===== src/sv/nret_pkg.sv =====
// shared constants and types for the nearest reachable endpoint table
`timescale 1ns / 1ps

package nret_pkg;

	localparam int ROUTE_CAPACITY = 1024;
	localparam int IDX_W = $clog2(ROUTE_CAPACITY);
	localparam int CNT_W = $clog2(ROUTE_CAPACITY + 1);
	localparam int STN_W = 32;
	localparam int PAIR_W = 2 * STN_W;

	localparam logic MODE_ADD = 1'b0;
	localparam logic MODE_QUERY = 1'b1;

	typedef logic [STN_W-1:0] stn_t;
	typedef logic [PAIR_W-1:0] pair_t;

	typedef struct packed {
		logic valid;
		stn_t station;
	} cand_t;

	typedef enum logic [3:0] {
		ST_IDLE = 4'b0001,
		ST_SCAN = 4'b0010,
		ST_DRAIN = 4'b0100,
		ST_FINISH = 4'b1000
	} state_t;

endpackage


===== src/sv/nret_dist_unit.sv =====
// shared absolute distance and running minimum unit
`timescale 1ns / 1ps

module nret_dist_unit (
	input logic clk,
	input logic arst_n,
	input logic clr,
	input nret_pkg::cand_t cand,
	input nret_pkg::stn_t target,
	output logic pending,
	output nret_pkg::stn_t best
);
	import nret_pkg::*;

	logic [STN_W:0] diff;
	logic [STN_W:0] neg;
	stn_t absd;
	stn_t absd_s1;
	logic valid_s1;
	stn_t best_q;

	always_comb begin
		diff = {cand.station[STN_W-1], cand.station} - {target[STN_W-1], target};
		neg = ~diff + 1'b1;
		absd = diff[STN_W] ? neg[STN_W-1:0] : diff[STN_W-1:0];
	end

	always_ff @(posedge clk or negedge arst_n) begin
		if (!arst_n) begin
			valid_s1 <= 1'b0;
		end else begin
			valid_s1 <= cand.valid;
		end
	end

	always_ff @(posedge clk) begin
		absd_s1 <= absd;
		if (clr) begin
			best_q <= '1;
		end else if (valid_s1 && (absd_s1 < best_q)) begin
			best_q <= absd_s1;
		end
	end

	assign pending = valid_s1;
	assign best = best_q;

endmodule


===== config.mk =====
export PLATFORM = sky130hd
export DESIGN_NAME = nret_dist_unit
export DESIGN_NICKNAME = d
export VERILOG_FILES = /design/src/sv/nret_pkg.sv /design/src/sv/nret_dist_unit.sv
export SDC_FILE = /design/constraint.sdc
export NUM_CORES = 1
export LEC_CHECK = 0
export ABC_AREA = 1
export BUFFER_PORTS_ARGS = -buffer_cell sky130_fd_sc_hd__buf_2
export CAP_MARGIN = 15
export CORE_MARGIN = 4
export CORE_UTILIZATION = 40
export CTS_CLUSTER_SIZE = 30
export DETAILED_ROUTE_END_ITERATION = 12
export GPL_ROUTABILITY_DRIVEN = 0
export PLACE_DENSITY = 0.62
export SLEW_MARGIN = 15
export SYNTH_ARGS = -nofsm -noshare
export SYNTH_HDL_FRONTEND = slang
export SYNTH_SLANG_ARGS = --single-unit

===== constraint.sdc =====
create_clock -name clk -period 1.9 [get_ports clk]
set_input_delay 0.38 -clock clk [delete_from_list [all_inputs] [get_ports clk]]
set_output_delay 0.38 -clock clk [all_outputs]
set_load 0.02 [all_outputs]

==> flow_metrics.tcl, run 1 <==
set metrics [dict create \
    drc_errors 0 \
    min_path_cells 1 \
    crit_top_cell "nand2_1" \
    power.internal_mw 5.090 \
    area_growth_pct 56.19 \
    fin_nets 1472 \
    switchingPower_mw 3.681 \
    ys_warn_count 0 \
    max_freq_ghz 0.4225 \
    clock-sinks 65 \
    antenna_left 0 \
    first_pass_iters 5 \
    cts.htree.levels 3 \
    cts.reportedPaths.clkPinSlew_ns 0.06 \
    syn_avg_cell_area_um2 5.907 \
    cp_slowest_cell "fa_2" \
    hp-class "input pin to flop" \
    syn_area_um2 6326 \
    p_per_area_nw_per_um2 887.7 \
    rsz0062_at_grt "true" \
    crit_path_cell_trace "buf_8 -> inv_12 -> ha_4 -> inv_4 -> fa_2 -> inv_2 -> ha_4 -> inv_2 -> nor2_2 -> nand3_1 -> nor2_2 -> nand2_2 -> nor2_4 -> nand2_4 -> nor2_4 -> nand3b_1 -> nand2_1 -> nand2_1 -> nand2_1 -> inv_1" \
    antenna_found_initial 0 \
    design.die.area_um2 17890 \
    final_common_cell "nand2_1" \
    ir_drop_mv 0.7193 \
    insertedDiodeCount 0 \
    fin_crit_sh_pct 124.6 \
    io_buffers 100 \
    dr_total_vias 7177 \
    die_y_um 133.8 \
    worstSetupStartpointType "input pin" \
    final_cell_mix "308 x nand2_1, 222 x inv_1, 153 x buf_4" \
    drv_slew 0 \
    ys_seq_area_share_pct 20.65 \
    finClkSkew_ns 0.009464 \
    hold_viol_final 0 \
    clk_latency_ns 0.33 \
    hold_ws_ns 0.1583 \
    seq_power_share_pct 25.7 \
    cap_violations 0 \
    rr_worst_depth 12 \
    grt_usage_pct 20.71 \
    cts-root-buf "clkbuf_16" \
    p_sw_share_pct 41.97 \
    worstPathArrival_ns 2.59 \
    async_reset_ff_share_pct 1.538 \
    fin_cells 1554 \
    setup_viol 63 \
    p_total_mw 8.771 \
    grt_pass1_wl_um 31210 \
    syn_nets 1204 \
    drtIter0Drc 370 \
    ys_types 38 \
    die_w_um 133.8 \
    coreArea_um2 15370 \
    layout_setup_ws_ns -0.4670 \
    start_util_pct 41.16 \
    p_comb_share_pct 56.0 \
    grt_pass1_vias 7000 \
    grt_max_degree 33 \
    worstSetupPathType "input pin to flop" \
    dp.cells 1517 \
    relSlewSlack_pct 63.41 \
    wire_per_inst_um 12.34 \
    vias_per_cell 4.618 \
    power_leakage_nw 5.644 \
    pin_count 101 \
    wirelength_um 19180 \
    cts_buffer_depth 2 \
    cts_made_buffers 9 \
    ys.flop_type "dfxtp_1" \
    drive_above_1_share_pct 38.35 \
    syn_inst 1071 \
    grt_overflow 0 \
    synth_edf_count 0 \
    r2r_setup_slack_ns -0.23 \
    cts_tree "built" \
    violations "setup timing" \
    ys_ff_latch 65 \
    p_clk_share_pct 18.3 \
    status "finished, violations left" \
    fin_area_um2 9881 \
    setup_tns_ns -17.67 \
    min_period_ns 2.367 \
    timing.critical_path.fanout_max 4 \
    num_rows 45 \
    tightestPinTransition_ns 0.5488 \
    slowest_delay_ns 0.44 \
    place_hpwl_um 13920 \
    cp_data_required_time_ns 2.12 \
    crit_path_end_kind "flop" \
    fillers 1392 \
    placed_area_um2 8378 \
]
==> layout make-up <==
cell class	instances	area, µm²	area share [%]
multi-input cells	751	5027	50.88
repair buffers	276	2058	20.83
flip-flops and latches	65	1344	13.60
inverters	236	903.4	9.143
well taps	211	264.0	2.672
clock buffers	10	229.0	2.317
clock inverters	5	55.05	0.5572
==> kinds of logic (layout without fill, tap and decap cells) <==
kind of cell               count (synthesis)  after routing  share of synthesized area, %
xor gates and xnor gates                  34             34                         4.826
DFF                                       65             65                         20.65
adders and majority gates                 65             65                         12.97
AOI/OAI and AO/OA                         42             42                         3.619
buffers and inverters                    255            527                         15.25
and+or+nand+nor                          610            610                         42.68
==> flip-flops by register name, indices dropped and copies added, names as in the netlist <==
signal and cells:
absd_s1 32, best 32, pending 1
==> metrics by stage <==
| stage | setup WS [ns] | util, % |
|---|---|---|
| after floorplan | -0.5379 | - |
| after global placement | -0.8752 | 54.51 |
| after detailed placement | -0.9135 | 54.51 |
| after CTS | -0.4171 | 60.55 |
| after global routing | -0.6116 | 64.28 |
| final | -0.4670 | 64.28 |
==> power by group through the flow <==
stage | Clock (mW) | Combinational, mW | Sequential [mW]
after global routing | 1.69 | 5.43 | 2.30
final | 1.60 | 4.91 | 2.25
after floorplan | 0 | 2.29 | 2.28
after CTS | 1.62 | 4.29 | 2.17
after detailed placement | 0 | 3.84 | 2.16
after global placement | 0 | 3.78 | 2.14
==> synthesized netlist by cell type, drive strengths merged, types with 2 or more instances <==
cell type | count | area [µm²]
xnor2 | 12 | 105.1
nand2 | 374 | 1439
buf | 4 | 22.52
a21oi | 30 | 150.1
o21ai | 5 | 25.02
ha | 64 | 800.8
and2 | 3 | 18.77
dfxtp | 64 | 1281
inv | 236 | 885.9
clkbuf | 15 | 56.30
nand3b | 9 | 83.83
xor2 | 22 | 200.2
nand3 | 87 | 462.9
nor3 | 10 | 55.05
nand4 | 42 | 262.8
nor2 | 84 | 371.6
a211oi | 2 | 15.01
==> per-layer routing <==
metal | track usage [%] | routed length [µm]
met4 | 7.429 | 503
met1 | 25.52 | 8533
met3 | 2.492 | 608
met5 | 0 | 0
met2 | 36.97 | 9537
==> worst max-delay path: cells and delay by family <==
| family | cells | cell delay [ns] |
|---|---|---|
| adder cells (fa/ha/maj) | 3 | 0.72 |
| buffers and inverters | 6 | 0.33 |
| AND/OR/NAND/NOR | 11 | 1.17 |
==> repair_timing <==
action,CTS,global route
resized for setup,98,140
pin swaps,71,37
hold endpoints to repair,1,0
endpoints found under the setup margin,63,63
gates cloned,6,0
hold buffers,1,0
setup buffers,12,6
==> worst paths after layout <==
kind,to,startpoint
min in group asynchronous,pending,arst_n
min reg2reg,best[24],best[24]
max reg2reg,best[28],best[22]
min,pending,cand[32]
max in group asynchronous,pending,arst_n
max,absd_s1[22],cand[0]
(Power assumes the default switching activity.)
==> run 2: changes to the inputs <==
Settings changed: PLACE_DENSITY 0.62 to 0.6.
Clock period 1.9 ns to 2.8 ns, I/O delays scaled along.
==> run 2 against run 1 <==
  * The flow now finishes without violations
  * Cell count shrank 4.6%
  * Critical path depth is 1 higher
  * Routed wire length is 15% lower
  * Global-route usage is 2.5 points lower
  * Register-to-register slack improved by 0.81 ns
  * Critical endpoint is now absd_s1[27]
  * Highest routed layer unchanged
==> flow_metrics.tcl, run 2 (same netlist as run 1, synthesis figures left out) <==
set metrics [dict create \
    status "finished clean" \
    power_leakage_nw 5.062 \
    drtIter0Drc 317 \
    worstSetupStartpointType "input pin" \
    multiInputGateArea_um2 4187 \
    rr_startpoint "best[1]" \
    max_freq_ghz 0.3830 \
    r2r_setup_slack_ns 0.58 \
    worstPathArrival_ns 2.84 \
    drv_slew 0 \
    hold_viol_final 0 \
    grt_max_degree 33 \
    r2r_end "best[15]" \
    grt_pass1_wl_um 27260 \
    finClkSkew_ns 0.003804 \
    worstHoldStart "cand[32]" \
    start_util_pct 41.16 \
    grt_overflow 0 \
    min_path_cells 1 \
    cts_buffer_depth 2 \
    seq_area_um2 1306 \
    relSlewSlack_pct 75.81 \
    design.die.area_um2 17890 \
    holdPathEnd "pending" \
    p_total_mw 4.939 \
    die_y_um 133.8 \
    drive_above_1_share_pct 21.23 \
    rr_worst_depth 15 \
    antenna_found_initial 0 \
    hp-class "input pin to flop" \
    ir_drop_mv 0.3807 \
    fillers 1590 \
    timing.critical_path.fanout_max 6 \
    worstSetupPathType "input pin to flop" \
    grt_usage_pct 18.22 \
    dr_total_vias 6626 \
    cts.htree.levels 3 \
    rsz0062_at_grt "false" \
    vias_per_cell 4.468 \
    antenna_left 0 \
    cts_tree "built" \
    final_cell_mix "362 x nand2_1, 231 x inv_1, 101 x buf_4" \
    fin_nets 1401 \
    coreArea_um2 15370 \
    min_period_ns 2.611 \
    cts-root-buf "clkbuf_16" \
    area_growth_pct 30.42 \
    fin_crit_sh_pct 93.25 \
    setup_viol 0 \
    grt_pass1_vias 5990 \
    drc_errors 0 \
    die_w_um 133.8 \
    final_common_cell "nand2_1" \
    wire_per_inst_um 10.98 \
    tightestPinTransition_ns 0.3617 \
    crit_path_end_kind "flop" \
    placed_area_um2 7779 \
    place_hpwl_um 13650 \
    insertedDiodeCount 0 \
    clk_latency_ns 0.33 \
    cp_data_required_time_ns 3.03 \
    io_buffers 100 \
    fin_area_um2 8250 \
    cts.reportedPaths.clkPinSlew_ns 0.05 \
    cap_violations 0 \
    first_pass_iters 4 \
    wirelength_um 16280 \
    p_per_area_nw_per_um2 598.6 \
    clock-sinks 65 \
    num_rows 45 \
    cts_made_buffers 9 \
    pin_count 101 \
]
[run 2: worst max path at each step]
stage	startpoint	endpoint	slack, ns	cells past startpoint
global route	target[17]	absd_s1[27]	0.007	19
detailed placement	cand[0]	absd_s1[22]	-0.28	20
floorplan	cand[0]	absd_s1[21]	0.07	17
CTS	cand[0]	absd_s1[22]	0.08	20
finish	cand[0]	absd_s1[27]	0.19	21
global placement	cand[0]	absd_s1[31]	-0.18	20
[run 2: cell type report]
| class | instances | share of cell area [%] |
|---|---|---|
| clock buffer | 12 | 3.109 |
| clock inverter | 3 | 0.4853 |
| inverter | 236 | 10.74 |
| multi-input combinational | 751 | 50.74 |
| sequential | 65 | 15.83 |
| tap | 211 | 3.200 |
| timing repair buffer | 205 | 15.89 |
[run 2: power breakdown]
group	internal, mW	switching [mW]
sequential	1.23	0.212
clock	0.728	0.370
combinational	1.02	1.38
[run 2: worst max-delay path, cell delays in order]
cell	delay (ns)
buf_2	0.10
inv_2	0.05
ha_4	0.12
inv_2	0.04
fa_2	0.39
nand3_1	0.11
nand3_2	0.09
buf_6	0.14
nand2_2	0.07
nand2_4	0.07
xor2_1	0.15
nor2_1	0.15
nand2_2	0.10
nor2_4	0.14
nand2_4	0.08
nor2_8	0.14
nand3b_1	0.11
nand2_1	0.08
nand2_1	0.05
nand2_1	0.06
inv_1	0.04
[run 2: per-layer routing]
metal | GRT usage (%) | wire length (µm)
met5 | 0 | 0
met3 | 2.530 | 549
met4 | 4.571 | 176
met2 | 31.25 | 7631
met1 | 24.09 | 7920
[run 2: metrics by stage]
stage	utilization (%)	setup slack, ns	std cells	hold WS, ns	TNS, ns
finish	53.68	0.1891	1483	0.3357	0
global route	53.68	0.007348	1483	0.3246	0
CTS	52.60	0.07665	1479	0.3232	0
detailed placement	50.61	-0.2768	1463	0.3367	-4.077
global placement	50.61	-0.1791	1463	0.3344	-2.570
floorplan	-	0.06581	1071	0.2644	0
[run 2: what timing repair did]
action / 4_1_cts / 5_1_grt
gates resized for setup: 0 / 28
buffers inserted: 0 / 4
hold buffers: 1 / 0
endpoints found under the setup margin: 0 / 16
hold endpoints to repair: 1 / 0
==> run 3: changes to the inputs <==
Settings changed: ABC_AREA 1 to 0, CAP_MARGIN 15 to 20, PLACE_DENSITY 0.6 to 0.61.
==> run 3 against run 2 <==
  * Sequential power grew 4%
  * The flow now finishes with violations (setup timing)
  * Final area decreased by 2.4%
  * Core utilization increased by 6.2 points
  * Die area shrank 11%
  * Register-to-register slack lost 0.42 ns
  * Power increased by 9.3%
  * Critical path type unchanged
  * Clock power is 5% lower
  * Sequential share of layout area is 0.41 points higher
  * Largest power group unchanged
  * Via count fell by 15%
  * First-iteration DRC count decreased by 14%
  * Worst setup slack worse by 0.46 ns
==> flow_metrics.tcl, run 3 <==
set metrics [dict create \
    status "finished, violations left" \
    violations "setup timing" \
    min_path_cells 1 \
    place_hpwl_um 11470 \
    pin_count 101 \
    rsz0062_at_grt "true" \
    dr_total_vias 5665 \
    cts.htree.levels 3 \
    rr_startpoint "best[9]" \
    setup_viol 31 \
    fin_crit_sh_pct 109.8 \
    design.die.area_um2 15880 \
    clk_latency_ns 0.33 \
    pre_cts_ws_ns -0.8267 \
    syn_inst 721 \
    cts.reportedPaths.clkPinSlew_ns 0.05 \
    post-route-util_pct 59.85 \
    crit_top_cell "buf_4" \
    worstPathArrival_ns 3.28 \
    clock-sinks 65 \
    crit_path_end_kind "flop" \
    worstHoldStart "cand[32]" \
    p_per_area_nw_per_um2 670.6 \
    hold_viol_final 0 \
    die_w_um 126.0 \
    start_util_pct 41.42 \
    rr_worst_depth 13 \
    ir_drop_mv 0.3263 \
    insertedDiodeCount 0 \
    synth_common_cells "77 x inv_1, 73 x a21oi_1, 67 x nor2_1" \
    die_y_um 126.0 \
    ys_warn_count 0 \
    dp.cells 1090 \
    tightestPinTransition_ns 0.6483 \
    io_buffers 100 \
    syn_nets 854 \
    cts-root-buf "clkbuf_16" \
    placed_area_um2 7242 \
    ys_types 75 \
    vias_per_cell 5.036 \
    fin_nets 1077 \
    ys_seq_area_share_pct 23.44 \
    grt_max_degree 47 \
    fillers 1256 \
    syn_avg_cell_area_um2 7.728 \
    finClkSkew_ns 0.005470 \
    antenna_left 0 \
    grt_pass1_wl_um 24050 \
    ys_ff_latch 65 \
    synth_most_common_cell "inv_1" \
    grt_usage_pct 17.53 \
    cp_slowest_cell "fa_2" \
    coreArea_um2 13450 \
    r2r_end "best[14]" \
    drv_slew 0 \
    drtIter0Drc 272 \
    cp_data_required_time_ns 3.01 \
    drive_above_1_share_pct 37.41 \
    drc_errors 0 \
    wirelength_um 14510 \
    final_cell_mix "135 x buf_4, 99 x buf_2, 74 x inv_1" \
    fin_area_um2 8051 \
    slowest_delay_ns 0.39 \
    synth_area_leaders "dfxtp_1 23%, ha_1 14%, a21oi_1 6.6%, xnor2_1 5.3%, inv_1 5.2%" \
    antenna_found_initial 0 \
    crit_path_cell_trace "buf_8 -> inv_12 -> ha_4 -> inv_2 -> fa_2 -> a211oi_4 -> buf_4 -> o21ai_4 -> buf_4 -> nor3_1 -> a31oi_1 -> nor3_4 -> nand4_2 -> nor4_4 -> buf_4 -> a41oi_2 -> xnor2_1" \
    num_rows 42 \
    layout_setup_ws_ns -0.2752 \
    worstSetupPathType "input pin to flop" \
    cts_tree "built" \
    cts_made_buffers 9 \
    holdPathEnd "pending" \
    area_growth_pct 44.51 \
    cap_violations 0 \
    p_total_mw 5.399 \
    synth_top_area_cell "dfxtp_1" \
    worstSetupStartpointType "input pin" \
    async_reset_ff_share_pct 1.538 \
    yosysTopAreaCellShare_pct 23.00 \
    final_common_cell "buf_4" \
    ys.flop_type "dfxtp_1" \
    power_leakage_nw 3.954 \
    grt_pass1_vias 5430 \
    fin_cells 1125 \
    synth_edf_count 0 \
    syn_area_um2 5572 \
    grt_overflow 0 \
    r2r_setup_slack_ns 0.16 \
    cts_buffer_depth 2 \
    timing.critical_path.fanout_max 5 \
    wire_per_inst_um 12.90 \
    first_pass_iters 5 \
    max_freq_ghz 0.3252 \
    hp-class "input pin to flop" \
    relSlewSlack_pct 56.52 \
    min_period_ns 3.075 \
]
-- run 3: repair_timing --
item                                   CTS  global route
gates cloned                             1             1
endpoints found under the hold margin    1             0
buffers inserted                        10             6
setup endpoints to repair               30            63
hold buffers                             1             0
pin swaps                               25            18
resized for setup                       26            53
-- run 3: layer usage --
metal,GRT usage [%],vias to the layer above,part of all wire [%]
met5,0,-,0
met4,6.309,0,1.7
met3,1.778,18,3.2
met2,30.17,100,49
met1,22.78,2559,46
li1,-,2988,-
-- run 3: power breakdown --
group,total (mW),switching [mW],leakage [nW],internal [mW]
clock network,1.05,0.362,0.149,0.691
registers,1.50,0.237,0.547,1.27
logic,2.84,1.55,3.26,1.30
total,5.40,2.15,3.95,3.25
-- run 3: cells by family (layout without fill, tap and decap cells) --
group,after synthesis,in the layout,share of synthesized area (%)
buf+inv,111,338,8.309
flops,65,65,23.44
fa+ha+maj,65,65,14.73
simple gates,223,223,19.94
xor+xnor,53,53,8.601
mux,1,1,0.1797
compound gates,203,204,24.79
-- run 3: cell type report --
cell class              instances  area, µm²  area share, %
multi-input cells             546       4258          52.88
repair buffers                245       1670          20.75
flip-flops and latches         65       1308          16.24
inverters                      77      301.5          3.745
clock buffers                  14      284.0          3.528
well taps                     176      220.2          2.735
clock inverters                 2      10.01         0.1243
-- run 3: worst max-delay path by stage --
stage / endpoint / depth (start not counted) / from / slack (ns)
floorplan: absd_s1[28] / 14 / cand[0] / -0.46
global placement: absd_s1[27] / 15 / cand[0] / -0.74
detailed placement: absd_s1[27] / 15 / cand[0] / -0.83
CTS: absd_s1[31] / 16 / cand[0] / -0.26
global route: absd_s1[31] / 16 / cand[0] / -0.43
finish: absd_s1[31] / 17 / cand[0] / -0.28
-- run 3: through the flow --
stage | hold slack, ns | setup TNS [ns]
finish | 0.3372 | -6.574
global route | 0.3376 | -10.59
CTS | 0.3319 | -4.292
detailed placement | 0.3366 | -16.56
global placement | 0.3355 | -15.00
floorplan | 0.2644 | -4.207
-- run 3: critical path: cells and delay by family --
kind	cells	cell delay, ns
buffers and inverters	6	0.70
AO/OA/AOI/OAI	4	0.61
adder cells (fa/ha/maj)	2	0.51
AND/OR/NAND/NOR	4	0.76
XOR/XNOR	1	0.17
